==> config.mk <==
export PLATFORM = sky130hd
export DESIGN_NAME = message_header_parser
export DESIGN_NICKNAME = d
export VERILOG_FILES = /design/src/msg_hdr_pkg.sv /design/src/message_header_parser.sv
export SDC_FILE = /design/constraint.sdc
export NUM_CORES = 1
export LEC_CHECK = 0
export ABC_CLOCK_PERIOD_IN_PS = 26800
export BUFFER_PORTS_ARGS = -buffer_cell sky130_fd_sc_hd__buf_2
export CAP_MARGIN = 20
export CORE_MARGIN = 4
export CORE_UTILIZATION = 45
export DETAILED_ROUTE_END_ITERATION = 12
export GPL_TIMING_DRIVEN = 0
export SETUP_SLACK_MARGIN = 0.5
export SLEW_MARGIN = 25
export SYNTH_ARGS = -nofsm -noshare
export SYNTH_HDL_FRONTEND = slang
export SYNTH_SLANG_ARGS = --single-unit
==> constraint.sdc <==
create_clock -name clk_i -period 26.8 [get_ports clk_i]
set_input_delay 5.36 -clock clk_i [delete_from_list [all_inputs] [get_ports clk_i]]
set_output_delay 5.36 -clock clk_i [all_outputs]
set_load 0.1 [all_outputs]
==> src/msg_hdr_pkg.sv <==
`timescale 1ns / 1ps
`default_nettype none

package msg_hdr_pkg;

  localparam int unsigned HdrMinLen  = 8;
  localparam int unsigned NodeIdLen  = 8;
  localparam int unsigned GroupIdLen = 2;

  localparam logic [1:0] DsizNone     = 2'd0;
  localparam logic [1:0] DsizNode     = 2'd1;
  localparam logic [1:0] DsizGroup    = 2'd2;
  localparam logic [1:0] SessTypeGroup = 2'd1;

  typedef enum logic [1:0] {
    STATUS_OK        = 2'd0,
    STATUS_TRUNCATED = 2'd1,
    STATUS_INVALID   = 2'd2
  } status_e;

  typedef struct packed {
    logic [7:0] rx_byte;
    logic       last_byte;
  } in_t;

  typedef struct packed {
    status_e     status;
    logic [7:0]  flags_byte;
    logic [15:0] sess_id;
    logic [7:0]  sec_flags;
    logic [31:0] msg_counter;
    logic [63:0] source_node;
    logic [63:0] dest_node;
    logic [15:0] dest_group;
    logic [4:0]  header_length;
    logic        is_secure;
  } out_t;

endpackage

`default_nettype wire

==> src/message_header_parser.sv <==
// Timing: a result transaction is registered and presented in the cycle after the byte that decides it.
// Throughput: one byte per cycle, set by the single output register; the input is
// stalled only while that register holds a result that has not been taken.
// Reset: asynchronous, active low; clears the byte position, the skip flag, the gathered
// header fields and the output valid flag.
`timescale 1ns / 1ps
`default_nettype none

module message_header_parser
  import msg_hdr_pkg::*;
(
  input  wire logic clk_i,
  input  wire logic rst_ni,
  input  wire logic in_valid_i,
  output logic      in_ready_o,
  input  wire in_t  in_data_i,
  output logic      out_valid_o,
  input  wire logic out_ready_i,
  output out_t      out_data_o
);

  logic [4:0]  idx_q, idx_d;
  logic        done_q, done_d;
  logic [7:0]  flags_q, flags_d;
  logic [15:0] session_q, session_d;
  logic [7:0]  security_q, security_d;
  logic [31:0] counter_q, counter_d;
  logic [63:0] source_q, source_d;
  logic [63:0] dnode_q, dnode_d;
  logic [15:0] dgroup_q, dgroup_d;
  logic        out_valid_q, out_valid_d;
  out_t        out_q, out_d;

  logic        accept;
  logic [7:0]  b;
  logic [4:0]  pos;
  logic [5:0]  count;
  logic [4:0]  dst;
  logic [4:0]  off;
  logic [4:0]  need;
  logic        s_flag;
  logic [1:0]  dsiz;
  logic        have_min;
  logic        produce;
  out_t        res;

  assign in_ready_o  = !out_valid_q || out_ready_i;
  assign accept      = in_valid_i && in_ready_o;
  assign out_valid_o = out_valid_q;
  assign out_data_o  = out_q;

  assign b      = in_data_i.rx_byte;
  assign pos    = idx_q;
  assign count  = {1'b0, idx_q} + 6'd1;
  assign s_flag = flags_q[2];
  assign dsiz   = flags_q[1:0];
  assign dst    = s_flag ? 5'(HdrMinLen + NodeIdLen) : 5'(HdrMinLen);
  assign off    = pos - dst;

  always_comb begin
    if (idx_q == 5'd0) begin
      flags_d    = '0;
      session_d  = '0;
      security_d = '0;
      counter_d  = '0;
      source_d   = '0;
      dnode_d    = '0;
      dgroup_d   = '0;
    end else begin
      flags_d    = flags_q;
      session_d  = session_q;
      security_d = security_q;
      counter_d  = counter_q;
      source_d   = source_q;
      dnode_d    = dnode_q;
      dgroup_d   = dgroup_q;
    end
    if (!done_q) begin
      if (pos == 5'd0) begin
        flags_d = b;
      end else if (pos == 5'd1) begin
        session_d[7:0] = b;
      end else if (pos == 5'd2) begin
        session_d[15:8] = b;
      end else if (pos == 5'd3) begin
        security_d = b;
      end else if (pos < 5'(HdrMinLen)) begin
        for (int k = 0; k < 4; k++) begin
          if (pos[1:0] == 2'(k)) begin
            counter_d[8*k +: 8] = b;
          end
        end
      end else if (s_flag && pos < 5'(HdrMinLen + NodeIdLen)) begin
        for (int k = 0; k < 8; k++) begin
          if (pos[2:0] == 3'(k)) begin
            source_d[8*k +: 8] = b;
          end
        end
      end else if (pos >= dst) begin
        if (dsiz == DsizNode && off < 5'(NodeIdLen)) begin
          for (int k = 0; k < 8; k++) begin
            if (off[2:0] == 3'(k)) begin
              dnode_d[8*k +: 8] = b;
            end
          end
        end else if (dsiz == DsizGroup && off < 5'(GroupIdLen)) begin
          if (off[0]) begin
            dgroup_d[15:8] = b;
          end else begin
            dgroup_d[7:0] = b;
          end
        end
      end
    end
  end

  always_comb begin
    have_min = count >= 6'(HdrMinLen);
    need     = 5'(HdrMinLen);
    if (flags_d[7:4] != 4'd0) begin
      need = 5'd0;
    end else begin
      if (flags_d[2]) begin
        need = need + 5'(NodeIdLen);
      end
      case (flags_d[1:0])
        DsizNone:  need = need;
        DsizNode:  need = need + 5'(NodeIdLen);
        DsizGroup: need = need + 5'(GroupIdLen);
        default:   need = 5'd0;
      endcase
    end

    res     = '0;
    produce = 1'b1;
    if (have_min && need == 5'd0) begin
      res.status     = STATUS_INVALID;
      res.flags_byte = flags_d;
    end else if (have_min && count == {1'b0, need}) begin
      res.status        = STATUS_OK;
      res.flags_byte    = flags_d;
      res.sess_id       = session_d;
      res.sec_flags     = security_d;
      res.msg_counter   = counter_d;
      res.source_node   = source_d;
      res.dest_node     = dnode_d;
      res.dest_group    = dgroup_d;
      res.header_length = need;
      res.is_secure     = (security_d[1:0] == SessTypeGroup) || (session_d != 16'd0);
    end else if (in_data_i.last_byte) begin
      res.status     = STATUS_TRUNCATED;
      res.flags_byte = have_min ? flags_d : 8'd0;
    end else begin
      produce = 1'b0;
    end
    if (done_q) begin
      produce = 1'b0;
    end
  end

  always_comb begin
    idx_d       = idx_q;
    done_d      = done_q;
    out_valid_d = out_valid_q && !out_ready_i;
    out_d       = out_q;
    if (accept) begin
      if (done_q) begin
        if (in_data_i.last_byte) begin
          idx_d  = 5'd0;
          done_d = 1'b0;
        end
      end else begin
        if (idx_q != 5'd31) begin
          idx_d = count[4:0];
        end
        if (produce) begin
          out_valid_d = 1'b1;
          out_d       = res;
          if (in_data_i.last_byte) begin
            idx_d  = 5'd0;
            done_d = 1'b0;
          end else begin
            done_d = 1'b1;
          end
        end
      end
    end
  end

  always_ff @(posedge clk_i or negedge rst_ni) begin
    if (!rst_ni) begin
      idx_q       <= '0;
      done_q      <= 1'b0;
      out_valid_q <= 1'b0;
      flags_q     <= '0;
      session_q   <= '0;
      security_q  <= '0;
      counter_q   <= '0;
      source_q    <= '0;
      dnode_q     <= '0;
      dgroup_q    <= '0;
    end else begin
      idx_q       <= idx_d;
      done_q      <= done_d;
      out_valid_q <= out_valid_d;
      if (accept) begin
        flags_q    <= flags_d;
        session_q  <= session_d;
        security_q <= security_d;
        counter_q  <= counter_d;
        source_q   <= source_d;
        dnode_q    <= dnode_d;
        dgroup_q   <= dgroup_d;
      end
    end
  end

  always_ff @(posedge clk_i) begin
    out_q <= out_d;
  end

endmodule

`default_nettype wire
==> flow_summary.ini <==
[sta]
worst_slack_ns = 15.35
finalCritPeriodShare_pct = 42.71
rsz0062_at_grt = no
hold_viol = 0
relSlewSlack_pct = 25.65
tightest_slew_ns = 1.115
fin_skew_ns = 0.02855
fin_hold_ws_ns = 0.4705
fin_crit_ns = 11.45
setup_viol = 0
final-max-slew-violation-count = 0
clock.fmax_mhz = 87.36

[floorplan]
start_util_pct = 45.58
coreArea_um2 = 41950
ios = 231
die-width_um = 214.1
dieHeight_um = 214.1
dieArea_um2 = 45850
rows = 75

[run]
max-cap-violations = 0

[routing]
met1_length_um = 28500
post_drt_wl_per_cell_um = 26.13
highest_layer = met5
drc = 0
num_vias = 15690
wl_met3_um = 6469
routed_wl_um = 68200
drtIter0Drc = 1789
met2_length_um = 30460
firstDrtPassIters = 5
vias_per_cell = 6.012
ant_nets = 0

[synth]
yosysUniqueCellTypes = 64
syn_area_um2 = 19120
ys_seq_elements = 429
avgSynthCellArea_um2 = 11.01
ys_seq_area_share_pct = 61.75
yosys_warnings = 0
synth_ff_type = dfrtp_1
syn_inst = 1736
synthArstFlopShare_pct = 50.12
synth_edf_count = 214

[worst_hold_path]
min_from = dnode_q[26]$_DFFE_PN0P_
hold_path.class = register to register
min_delay_worst_endpoint = dnode_q[26]$_DFFE_PN0P_
min_path_cells = 2

[setup_path]
path_buf_inv = 2
r2r_cells = 18
worst_path_max_delay_cell = buf_2
crit_family = buffers and inverters
worstPathRequired_ns = 21.44
critPathKind = input port to output port
path_cells = buf_2 > nand2b_1 > buf_2
start_kind = input port
worstReg2RegStart = idx_q[2]$_DFFE_PN0P_
max_stage_delay_ns = 0.46
cp_common_cell = buf_2
r2r-end = out_data_o[198]$_SDFFCE_PP0P_
critPathMaxFanout = 5
critPathArrivalTime_ns = 6.09
crit_path_end_kind = output port
r2r_slack_ns = 20.47

[clock_network]
cts_tree = done
cts_resized = 0
cts_buffer_depth = 3
cts_buffers = 47
clock_latency_ns = 0.60
cts_root_buf = clkbuf_16
ctsHoldBuffers = 0
post_cts_buffers = 0
cts.sinks = 429
cts.clk_slew.worst_paths_ns = 0.06
cts_htree_levels = 2

[placed_design]
post-place-ws_ns = 15.35
place_congestion = 0.9957
place_area_um2 = 21230
port-buffer-count = 225
numPlacedInstances = 2520
dp_hpwl_um = 48900

[layout]
fin_cells = 2610
drive_gt1_share_pct = 17.98
fin_area_um2 = 22770
syn_to_final_growth_pct = 19.12
fin_nets = 2054

[power_and_ir_drop]
p_per_area_nw_per_um2 = 80.20
vdd_ir_drop_max_v = 0.00006653
p_leak_nw = 9.132

[grt]
grt_pass1_wl_um = 101100
grt_overflow_total = 0
antenna_found_initial = 3
grt_max_degree = 88
grt_pass1_vias = 15480
grt_use_total_pct = 29.08

[run_status]
outcome = complete, no violations
-- cells in the mapped netlist, drive strengths merged, types with 7 or more instances --
library cell | count | area share, %
a21oi | 69 | 1.8
a22o | 30 | 1.4
a32o | 15 | 0.79
and2 | 7 | 0.23
and3 | 9 | 0.29
buf | 42 | 1.1
clkbuf | 97 | 1.9
dfrtp | 215 | 28
edfxtp | 214 | 34
ha | 10 | 0.65
inv | 11 | 0.22
mux2i | 120 | 6.3
nand2 | 223 | 4.4
nand2b | 10 | 0.33
nand3 | 33 | 0.86
nor2 | 130 | 2.6
nor2b | 12 | 0.39
nor3 | 153 | 4.0
nor4 | 16 | 0.56
o211ai | 12 | 0.47
o21ai | 190 | 5.0
o22a | 18 | 0.82
o31ai | 9 | 0.35
or2 | 9 | 0.29
or3 | 8 | 0.26
-- kinds of logic (layout without fill, tap and decap cells) --
group           count (synthesis)  after routing  synth area share [%]
xor+xnor                        2              2               0.09164
mux                           126            126                 6.636
simple gates                  630            630                 15.04
compound gates                387            387                 12.51
flops                         429            429                 61.75
other cells                     1              4               0.01961
buf+inv                       150            482                 3.194
fa+ha+maj                      11             11                0.7592
-- tightest hold or removal path, cell delays in order, from the launching register on --
cell and delay, ns:
dfrtp_1 0.34, nand2_1 0.05, nand2_1 0.05
-- per-layer routing --
metal  vias to the layer above  track usage [%]
met5                         -                0
met4                         2            11.17
met3                       168            6.618
met2                       803            44.67
met1                      7803            40.64
li1                       6915                -
-- cells in the final DEF, fill, tap and decap left out, types with 5 or more instances in the layout --
master / synthesis / routed
a32o_1: 15 / 15
o21ai_1: 12 / 12
and2_1: 6 / 6
edfxtp_1: 214 / 214
or3_1: 8 / 8
ha_1: 10 / 10
nor2_1: 130 / 130
nor3_1: 153 / 151
clkbuf_1: 97 / 108
o31ai_1: 9 / 9
nand2_1: 223 / 223
inv_1: 11 / 11
mux2i_1: 120 / 120
clkinv_1: 0 / 8
or2_2: 9 / 9
buf_1: 10 / 10
o211ai_1: 12 / 12
nor2b_1: 12 / 12
clkinv_2: 0 / 7
a21oi_1: 69 / 69
buf_2: 29 / 254
dfrtp_1: 215 / 215
mux2_2: 6 / 6
o22a_1: 18 / 18
buf_6: 0 / 12
nor4_1: 15 / 11
clkbuf_16: 0 / 47
nand2b_1: 10 / 10
o21ai_0: 178 / 178
a22o_1: 30 / 30
nor3b_1: 5 / 5
nand3_1: 33 / 33
and3_1: 9 / 9
-- metrics by stage --
| step | setup TNS, ns | utilization, % | total power, mW |
|---|---|---|---|
| final | 0 | 54.29 | 1.827 |
| after global routing | 0 | 54.29 | 1.883 |
| after CTS | 0 | 54.27 | 1.823 |
| after detailed placement | 0 | 50.62 | 1.178 |
| after global placement | -455.50 | 49.88 | 1.182 |
| after floorplan | 0 | - | 1.038 |
-- how the worst max path moves through the flow --
stage	startpoint	to	slack [ns]	depth (start not counted)
after global placement	out_ready_i	out_data_o[105]$_SDFFCE_PP0P_	-2.15	6
final	out_ready_i	in_ready_o	15.35	3
after global routing	out_ready_i	in_ready_o	15.34	3
after CTS	out_ready_i	in_ready_o	15.34	3
after detailed placement	out_ready_i	in_ready_o	15.35	3
after floorplan	out_ready_i	out_data_o[0]$_SDFFCE_PP0P_	3.16	5
-- flip-flops by register name, summed over array words and instances, names as in the netlist --
signal	count
done_q	1
counter_q	32
idx_q	5
out_valid_o	1
dnode_q	64
dgroup_q	16
flags_q	8
source_q	64
session_q	16
security_q	8
out_data_o	214
-- final cells by class --
cell class / count / area [µm²]
Fill cell: 3694 / 19170
Sequential cell: 429 / 11810
Multi-Input combinational cell: 1158 / 6761
Timing Repair Buffer: 244 / 1384
Clock buffer: 62 / 1262
Tap cell: 539 / 674.4
Buffer: 139 / 570.5
Clock inverter: 26 / 269.0
Inverter: 11 / 41.29
Antenna cell: 2 / 5.005
-- report_power, final --
group	internal, mW	switching [mW]	total [mW]
registers	0.724	0.0187	0.743
logic	0.0777	0.356	0.434
clock network	0.374	0.276	0.650
(Power assumes the default switching activity.)
